**config.mk**
```make
export PLATFORM = sky130hd
export DESIGN_NAME = form_urlencoded_field_extractor_core_flat
export DESIGN_NICKNAME = d
export VERILOG_FILES = /design/src/fufe_pkg.sv /design/src/fufe_if.sv /design/src/form_urlencoded_field_extractor_core.sv /design/src/flat_wrapper.sv
export SDC_FILE = /design/constraint.sdc
export NUM_CORES = 1
export LEC_CHECK = 0
export ABC_AREA = 0
export BUFFER_PORTS_ARGS = -buffer_cell sky130_fd_sc_hd__clkbuf_2
export CORE_MARGIN = 3
export CORE_UTILIZATION = 50
export DETAILED_ROUTE_END_ITERATION = 10
export GPL_TIMING_DRIVEN = 0
export PLACE_DENSITY_LB_ADDON = 0.08
export SLEW_MARGIN = 20
export SYNTH_ARGS = -nofsm -noshare
export SYNTH_HDL_FRONTEND = slang
export SYNTH_SLANG_ARGS = --single-unit
```
**constraint.sdc**
```tcl
create_clock -name clk -period 2.8 [get_ports clk]
set_input_delay 0.14 -clock clk [delete_from_list [all_inputs] [get_ports clk]]
set_output_delay 0.14 -clock clk [all_outputs]
set_load 0.005 [all_outputs]
```
**src/fufe_pkg.sv**
```systemverilog
// Shared constants, phase codes and helper functions for the form field extractor.
// No dependencies; the core and the testbench take names from here by scoped reference.
package fufe_pkg;

  localparam int MAX_KEY_BYTES = 8;

  localparam int PHASE_W = 3;
  localparam logic [PHASE_W-1:0] PH_HEAD     = 3'd0;
  localparam logic [PHASE_W-1:0] PH_VALUE    = 3'd1;
  localparam logic [PHASE_W-1:0] PH_ESC1     = 3'd2;
  localparam logic [PHASE_W-1:0] PH_ESC2     = 3'd3;
  localparam logic [PHASE_W-1:0] PH_ESC2_BAD = 3'd4;
  localparam logic [PHASE_W-1:0] PH_SKIP     = 3'd5;
  localparam logic [PHASE_W-1:0] PH_DONE     = 3'd6;
  localparam logic [PHASE_W-1:0] PH_HALT     = 3'd7;

  localparam logic [7:0] CH_PLUS    = 8'h2B;
  localparam logic [7:0] CH_PERCENT = 8'h25;
  localparam logic [7:0] CH_AMP     = 8'h26;
  localparam logic [7:0] CH_EQUAL   = 8'h3D;
  localparam logic [7:0] CH_SPACE   = 8'h20;
  localparam logic [7:0] CH_NL      = 8'h0A;

  localparam logic [1:0] ERR_NONE    = 2'd0;
  localparam logic [1:0] ERR_BAD_HEX = 2'd1;
  localparam logic [1:0] ERR_CUT     = 2'd2;

  localparam logic [1:0] REG_SELECT_MODE = 2'd0;
  localparam logic [1:0] REG_KEY_TEXT    = 2'd1;
  localparam logic [1:0] REG_KEY_LENGTH  = 2'd2;
  localparam logic [1:0] REG_SUPPRESS_NL = 2'd3;

  localparam int ADDR_W = 5;

  typedef struct packed {
    logic       ok;
    logic [3:0] nibble;
  } hex_t;

  function automatic hex_t hex_decode(input logic [7:0] b);
    hex_t h;
    h.ok = 1'b1;
    h.nibble = 4'd0;
    if (b >= 8'h30 && b <= 8'h39) begin
      h.nibble = b[3:0];
    end else if ((b >= 8'h61 && b <= 8'h66) || (b >= 8'h41 && b <= 8'h46)) begin
      h.nibble = b[3:0] + 4'd9;
    end else begin
      h.ok = 1'b0;
    end
    return h;
  endfunction

endpackage

```
**src/fufe_if.sv**
```systemverilog
// Stream channel interfaces for the form field extractor: input bytes and results.
// Depends on nothing but the clockless valid/ready handshake.
interface fufe_in_if;
  logic       valid;
  logic       ready;
  logic       kind;
  logic [7:0] in_byte;
  modport source (output valid, kind, in_byte, input ready);
  modport sink (input valid, kind, in_byte, output ready);
endinterface

interface fufe_out_if;
  logic       valid;
  logic       ready;
  logic       has_byte;
  logic [7:0] out_byte;
  logic       stream_end;
  logic [1:0] error_code;
  modport source (output valid, has_byte, out_byte, stream_end, error_code, input ready);
  modport sink (input valid, has_byte, out_byte, stream_end, error_code, output ready);
endinterface

```
**src/form_urlencoded_field_extractor_core.sv**
```systemverilog
// Top level of the form-urlencoded field extractor: APB registers, byte parser, result register.
// Depends on fufe_pkg and the channel interfaces in fufe_if.sv.

// The block takes one request per clock when the result side keeps up. A request is
// captured in an input register, parsed by a small per-byte state machine once the
// output register is free or being drained, and any result lands in that output
// register; throughput is one byte per cycle while the result side keeps up. Requests
// that produce no output (key bytes in select mode, '%' and the first escape digit)
// still pass through the parser like any other request. Registers sit at byte addresses
// 0, 8, 16 and 24 on a 64-bit APB port; write them only while no stream is in flight.
module form_urlencoded_field_extractor_core (
  input  logic                        clk,
  input  logic                        rst,
  input  logic                        psel,
  input  logic                        penable,
  input  logic                        pwrite,
  input  logic [fufe_pkg::ADDR_W-1:0] paddr,
  input  logic [63:0]                 pwdata,
  output logic [63:0]                 prdata,
  output logic                        pready,
  fufe_in_if.sink                     din,
  fufe_out_if.source                  dout
);

  logic        select_mode;
  logic [63:0] key_text;
  logic [3:0]  key_length;
  logic        suppress_newline;

  logic        s1_valid;
  logic        s1_kind;
  logic [7:0]  s1_byte;

  logic [fufe_pkg::PHASE_W-1:0] phase, phase_next;
  logic [3:0]  match_position, match_position_next;
  logic [3:0]  high_nibble, high_nibble_next;

  logic        o_valid;
  logic        o_has_byte;
  logic [7:0]  o_byte;
  logic        o_end;
  logic [1:0]  o_err;

  logic        res_valid;
  logic        res_has;
  logic [7:0]  res_byte;
  logic        res_end;
  logic [1:0]  res_err;

  logic        s1_fire;
  logic        cfg_wr;
  logic [1:0]  cfg_sel;
  logic [3:0]  eff_len;
  logic [7:0]  key_byte;
  fufe_pkg::hex_t hx;

  assign pready  = 1'b1;
  assign cfg_wr  = psel && penable && pwrite;
  assign cfg_sel = paddr[4:3];

  always_comb begin
    case (cfg_sel)
      fufe_pkg::REG_SELECT_MODE: prdata = {63'd0, select_mode};
      fufe_pkg::REG_KEY_TEXT:    prdata = key_text;
      fufe_pkg::REG_KEY_LENGTH:  prdata = {60'd0, key_length};
      fufe_pkg::REG_SUPPRESS_NL: prdata = {63'd0, suppress_newline};
      default:                   prdata = 64'd0;
    endcase
  end

  always_ff @(posedge clk) begin
    if (rst) begin
      select_mode      <= 1'b0;
      key_text         <= 64'd0;
      key_length       <= 4'd0;
      suppress_newline <= 1'b0;
    end else if (cfg_wr) begin
      case (cfg_sel)
        fufe_pkg::REG_SELECT_MODE: select_mode      <= pwdata[0];
        fufe_pkg::REG_KEY_TEXT:    key_text         <= pwdata;
        fufe_pkg::REG_KEY_LENGTH:  key_length       <= pwdata[3:0];
        fufe_pkg::REG_SUPPRESS_NL: suppress_newline <= pwdata[0];
        default: ;
      endcase
    end
  end

  // Stage 1 advances whenever the result register is free or being drained.
  assign s1_fire   = s1_valid && (!o_valid || dout.ready);
  assign din.ready = !s1_valid || s1_fire;

  always_ff @(posedge clk) begin
    if (rst) begin
      s1_valid <= 1'b0;
    end else if (din.ready) begin
      s1_valid <= din.valid;
    end
  end

  always_ff @(posedge clk) begin
    if (din.ready && din.valid) begin
      s1_kind <= din.kind;
      s1_byte <= din.in_byte;
    end
  end

  assign eff_len  = (key_length > 4'(fufe_pkg::MAX_KEY_BYTES)) ?
                    4'(fufe_pkg::MAX_KEY_BYTES) : key_length;
  assign key_byte = key_text[match_position[2:0]*8 +: 8];
  assign hx       = fufe_pkg::hex_decode(s1_byte);

  always_comb begin
    phase_next          = phase;
    match_position_next = match_position;
    high_nibble_next    = high_nibble;
    res_valid = 1'b0;
    res_has   = 1'b0;
    res_byte  = 8'd0;
    res_end   = 1'b0;
    res_err   = fufe_pkg::ERR_NONE;
    if (s1_kind) begin
      phase_next          = fufe_pkg::PH_HEAD;
      match_position_next = 4'd0;
      high_nibble_next    = 4'd0;
      res_valid = 1'b1;
      res_end   = 1'b1;
      if (phase == fufe_pkg::PH_HALT) begin
        res_err = fufe_pkg::ERR_NONE;
      end else if (phase == fufe_pkg::PH_ESC1 || phase == fufe_pkg::PH_ESC2 ||
                   phase == fufe_pkg::PH_ESC2_BAD) begin
        res_err = fufe_pkg::ERR_CUT;
      end else if (select_mode ? !suppress_newline : (phase == fufe_pkg::PH_VALUE)) begin
        res_has  = 1'b1;
        res_byte = fufe_pkg::CH_NL;
      end
    end else begin
      case (phase)
        fufe_pkg::PH_HEAD: begin
          if (!select_mode) begin
            if (s1_byte == fufe_pkg::CH_EQUAL) phase_next = fufe_pkg::PH_VALUE;
            res_valid = 1'b1;
            res_has   = 1'b1;
            res_byte  = s1_byte;
          end else if (match_position < eff_len) begin
            if (s1_byte == key_byte) begin
              match_position_next = match_position + 4'd1;
            end else if (s1_byte == fufe_pkg::CH_AMP) begin
              match_position_next = 4'd0;
            end else begin
              match_position_next = 4'd0;
              phase_next          = fufe_pkg::PH_SKIP;
            end
          end else begin
            match_position_next = 4'd0;
            if (s1_byte == fufe_pkg::CH_EQUAL) phase_next = fufe_pkg::PH_VALUE;
            else if (s1_byte != fufe_pkg::CH_AMP) phase_next = fufe_pkg::PH_SKIP;
          end
        end
        fufe_pkg::PH_SKIP: begin
          if (s1_byte == fufe_pkg::CH_AMP) begin
            phase_next          = fufe_pkg::PH_HEAD;
            match_position_next = 4'd0;
          end
        end
        fufe_pkg::PH_VALUE: begin
          if (s1_byte == fufe_pkg::CH_AMP) begin
            if (select_mode) begin
              phase_next = fufe_pkg::PH_DONE;
            end else begin
              phase_next          = fufe_pkg::PH_HEAD;
              match_position_next = 4'd0;
              res_valid = 1'b1;
              res_has   = 1'b1;
              res_byte  = fufe_pkg::CH_NL;
            end
          end else if (s1_byte == fufe_pkg::CH_PERCENT) begin
            phase_next = fufe_pkg::PH_ESC1;
          end else begin
            res_valid = 1'b1;
            res_has   = 1'b1;
            res_byte  = (s1_byte == fufe_pkg::CH_PLUS) ? fufe_pkg::CH_SPACE : s1_byte;
          end
        end
        fufe_pkg::PH_ESC1: begin
          high_nibble_next = hx.nibble;
          phase_next = hx.ok ? fufe_pkg::PH_ESC2 : fufe_pkg::PH_ESC2_BAD;
        end
        fufe_pkg::PH_ESC2: begin
          high_nibble_next = 4'd0;
          res_valid = 1'b1;
          if (hx.ok) begin
            phase_next = fufe_pkg::PH_VALUE;
            res_has    = 1'b1;
            res_byte   = {high_nibble, hx.nibble};
          end else begin
            phase_next = fufe_pkg::PH_HALT;
            res_err    = fufe_pkg::ERR_BAD_HEX;
          end
        end
        fufe_pkg::PH_ESC2_BAD: begin
          high_nibble_next = 4'd0;
          phase_next = fufe_pkg::PH_HALT;
          res_valid  = 1'b1;
          res_err    = fufe_pkg::ERR_BAD_HEX;
        end
        default: ;
      endcase
    end
  end

  always_ff @(posedge clk) begin
    if (rst) begin
      phase          <= fufe_pkg::PH_HEAD;
      match_position <= 4'd0;
      high_nibble    <= 4'd0;
    end else if (s1_fire) begin
      phase          <= phase_next;
      match_position <= match_position_next;
      high_nibble    <= high_nibble_next;
    end
  end

  always_ff @(posedge clk) begin
    if (rst) begin
      o_valid <= 1'b0;
    end else if (s1_fire && res_valid) begin
      o_valid <= 1'b1;
    end else if (dout.ready) begin
      o_valid <= 1'b0;
    end
  end

  always_ff @(posedge clk) begin
    if (s1_fire && res_valid) begin
      o_has_byte <= res_has;
      o_byte     <= res_byte;
      o_end      <= res_end;
      o_err      <= res_err;
    end
  end

  assign dout.valid      = o_valid;
  assign dout.has_byte   = o_has_byte;
  assign dout.out_byte   = o_byte;
  assign dout.stream_end = o_end;
  assign dout.error_code = o_err;

endmodule

```
**src/flat_wrapper.sv**
```systemverilog
// flat-port wrapper written by rule: the top's interface ports become plain ports
module form_urlencoded_field_extractor_core_flat 
  (clk, rst, psel, penable, pwrite, paddr, pwdata, prdata, pready, din_valid, din_kind, din_in_byte, din_ready, dout_valid, dout_has_byte, dout_out_byte, dout_stream_end, dout_error_code, dout_ready);
  fufe_in_if din_i ();
  fufe_out_if dout_i ();
  input  logic clk;
  input  logic rst;
  input  logic psel;
  input  logic penable;
  input  logic pwrite;
  input  logic [fufe_pkg::ADDR_W-1:0] paddr;
  input  logic [63:0] pwdata;
  output logic [63:0] prdata;
  output logic pready;
  input wire logic [$bits(din_i.valid)-1:0] din_valid;
  input wire logic [$bits(din_i.kind)-1:0] din_kind;
  input wire logic [$bits(din_i.in_byte)-1:0] din_in_byte;
  output wire logic [$bits(din_i.ready)-1:0] din_ready;
  output wire logic [$bits(dout_i.valid)-1:0] dout_valid;
  output wire logic [$bits(dout_i.has_byte)-1:0] dout_has_byte;
  output wire logic [$bits(dout_i.out_byte)-1:0] dout_out_byte;
  output wire logic [$bits(dout_i.stream_end)-1:0] dout_stream_end;
  output wire logic [$bits(dout_i.error_code)-1:0] dout_error_code;
  input wire logic [$bits(dout_i.ready)-1:0] dout_ready;
  assign din_i.valid = din_valid;
  assign din_i.kind = din_kind;
  assign din_i.in_byte = din_in_byte;
  assign din_ready = din_i.ready;
  assign dout_valid = dout_i.valid;
  assign dout_has_byte = dout_i.has_byte;
  assign dout_out_byte = dout_i.out_byte;
  assign dout_stream_end = dout_i.stream_end;
  assign dout_error_code = dout_i.error_code;
  assign dout_i.ready = dout_ready;
  form_urlencoded_field_extractor_core u_core (.clk(clk), .rst(rst), .psel(psel), .penable(penable), .pwrite(pwrite), .paddr(paddr), .pwdata(pwdata), .prdata(prdata), .pready(pready), .din(din_i), .dout(dout_i));
endmodule
```
==> flow_summary.yaml <==
cells_and_area:
  nFillCells: 880
  drive_gt1_share_pct: 22.4
  area_growth_pct: 33.2
  layout.nets: 989
  layout_commonest_cell: "clkbuf_2"
  diodes: 0
  design_area_um2: 7390
  fin_util_pct: 70.0
  mostFrequentLayoutCells: "clkbuf_2, nand2_1, dfxtp_1"
power_and_ir_drop:
  p_per_area_nw_per_um2: 385
  intPower_uw: 2090
  p_sw_uw: 758
  worst_ir_drop_vdd_mv: 0.277
  power_frac_clock_pct: 31.8
  cellLeakagePower_uw: 0.00298
  p_seq_share_pct: 55.9
  combPwrFrac_pct: 12.3
  p_sw_share_pct: 26.7
route:
  drc: 0
  drt_iter0_markers: 422
  num_vias: 5814
  dr.pass1.iters: 5
  vias_per_cell: 5.61
  wl_per_cell_um: 18.0
  drtAntennaViolNets: 0
  drt-total-wl_mm: 18.6
min_path:
  worstHoldStart: "pwdata[38]"
  hold_path.class: "primary input to flop"
cts:
  root_buffer: "clkbuf_8"
  clkTransAtPathRegs_ps: 110
  post_cts_buffers: 0
  clk_path_buf_depth: 2
  numCtsBuffers: 9
  cts.sinks: 104
  cts_tree: "yes"
  clk_latency_ps: 380
  htreeDepth: 3
timing:
  relSlewSlack_pct: 42.7
  final.min_clock_period_ps: 2580
  setup_viol: 0
  tightest_slew_ps: 858
  post-route-period-util_pct: 92.0
  fmaxAchievable_mhz: 388
  rsz0062_at_grt: "no"
  tns_ps: 0
  clock_skew_ps: 15.3
  timing.final.ws_setup_ps: 223
  finalMaxSlewViolations: 0
  finalHoldViolCount: 0
synth:
  async_reset_ff_share_pct: 0
  synth.distinct_cells: 62
  avgSynthCellArea_um2: 8.42
  ys_seq_area_share_pct: 41.3
  synth-edff-count: 21
  syn_nets: 752
  yosysWarnings: 0
  syn_area_um2: 5550
  syn_inst: 659
  synth-seq-cells: 104
  synthFlopType: "dfxtp_1"
setup_path:
  cp.arrival_ps: 2870
  critPathKind: "flop to flop"
  critical_path.endpoint_type: "flop"
  startpoint: "u_core.s1_byte[0]"
  rrSetupSlack_ps: 220
  critical_path_required_ps: 3090
  worstSetupStartpointType: "flop"
  worstPathMaxFanout: 7
  r2r_start: "u_core.s1_byte[0]"
placement:
  port-buffer-count: 158
  dp_slack_ps: -47.8
  place_area_um2: 6510
  dp_hpwl_mm: 13.4
  gp_congestion: 0.911
floorplan:
  io_pins: 164
  dieHeight_um: 111
  core_area_um2: 10600
  die_w_um: 111
  die-area_um2: 12400
  rows: 37
  start_util_pct: 52.6
global_route:
  antenna_found_initial: 0
  grt_overflow: 0
  grt_pass1_wl_mm: 29.5
  grt_use_total_pct: 29.7
  grt_pass1_vias: 5812
  grt_max_degree: 18
run:
  max_cap_violations: 0
run_status:
  status: "finished clean"
## synth_stat cells (all sizes together) (2+ instances only)
master | count | area share (%)
nor4 | 2 | 0.23
a21o | 5 | 0.68
clkbuf | 29 | 2.0
xor2 | 3 | 0.47
a21oi | 76 | 6.9
nor3b | 5 | 0.68
o21ai | 16 | 1.4
o41ai | 2 | 0.59
dfxtp | 83 | 30
a22o | 3 | 0.47
ha | 8 | 1.8
nand2b | 6 | 0.68
mux4 | 9 | 3.8
inv | 8 | 0.54
a2111oi | 2 | 0.65
nand4 | 2 | 0.50
nand3 | 9 | 0.81
a2bb2oi | 2 | 0.32
nor3 | 5 | 0.45
and2 | 66 | 7.4
a22oi | 16 | 2.2
nor2 | 37 | 2.5
nor2b | 12 | 1.4
xnor2 | 6 | 0.95
nand2 | 155 | 10
a32o | 2 | 0.36
buf | 14 | 1.5
a31oi | 2 | 0.23
or3 | 2 | 0.23
mux2i | 27 | 4.9
edfxtp | 21 | 11
## critical path, cell delays in order (launching register included)
cell,delay [ps]
edfxtp_1,430
clkbuf_2,200
inv_1,110
ha_1,240
nor3b_2,280
nand2_1,130
or4_1,420
o2111ai_2,310
a2111oi_0,110
a32o_1,230
## cell type report
| type | instances | area (um2) | share of cell area (%) |
|---|---|---|---|
| Inverter | 8 | 30.0 | 0.406 |
| Timing Repair Buffer | 226 | 1470 | 19.9 |
| Clock inverter | 4 | 28.8 | 0.389 |
| Buffer | 43 | 195 | 2.64 |
| Tap cell | 136 | 170 | 2.30 |
| Clock buffer | 12 | 145 | 1.96 |
| Sequential cell | 104 | 2290 | 31.0 |
| Multi-Input combinational cell | 504 | 3060 | 41.4 |
## power by group through the flow
stage	logic, uW	clock network [uW]	registers, uW
finish	351	904	1590
global route	385	959	1590
floorplan	143	0	1610
detailed placement	266	0	1620
CTS	342	898	1590
global placement	261	0	1620
## logic make-up (layout without fill, tap and decap cells)
kind of cell    after synthesis  in the layout  share of synthesized area (%)
simple gates                310            310                           26.8
compound gates              139            139                           15.7
flops                       104            104                           41.3
buf+inv                      51            293                           4.04
mux                          37             37                           8.86
xor+xnor                      9              9                           1.42
fa+ha+maj                     8              8                           1.80
other cells                   1              1                         0.0676
## state kept, by name (all words and copies together), names as in the netlist, 2 cells and up
| register | flops |
|---|---|
| u_core.key_text | 64 |
| u_core.dout.out_byte | 8 |
| u_core.s1_byte | 8 |
| u_core.high_nibble | 4 |
| u_core.key_length | 4 |
| u_core.match_position | 4 |
| u_core.phase | 3 |
| u_core.dout.error_code | 2 |
## repair_timing
item | CTS | global route
endpoints found under the setup margin | 3 | 15
hold buffers | 68 | 0
hold endpoints to repair | 68 | 0
resized for setup | 2 | 6
## path summary, 6_finish.rpt
kind | cells after the start | endpoint
worst max register to register | 9 | u_core.phase[0]
worst max-delay path | 9 | u_core.phase[0]
worst min-delay path | 3 | u_core.key_text[38]
worst min register to register | 0 | u_core.dout.stream_end
## metrics by stage
stage,std cells,power [uW],hold WS (ps)
3_5_place_dp,953,1890,319
6_report,1037,2850,3.05
3_3_place_gp,953,1880,318
5_1_grt,1037,2940,4.07
4_1_cts,1037,2830,1.55
2_1_floorplan,659,1760,239
## routing by layer
| layer | part of all wire [%] | global-route usage (%) | vias to the layer above |
|---|---|---|---|
| met5 | 0 | 0 | - |
| met4 | 4.6 | 13.9 | 0 |
| met3 | 6.2 | 4.57 | 63 |
| met2 | 50 | 52.9 | 265 |
| met1 | 39 | 35.2 | 2740 |
| li1 | - | - | 2746 |
Note: power is estimated with default switching activity, not from simulation.
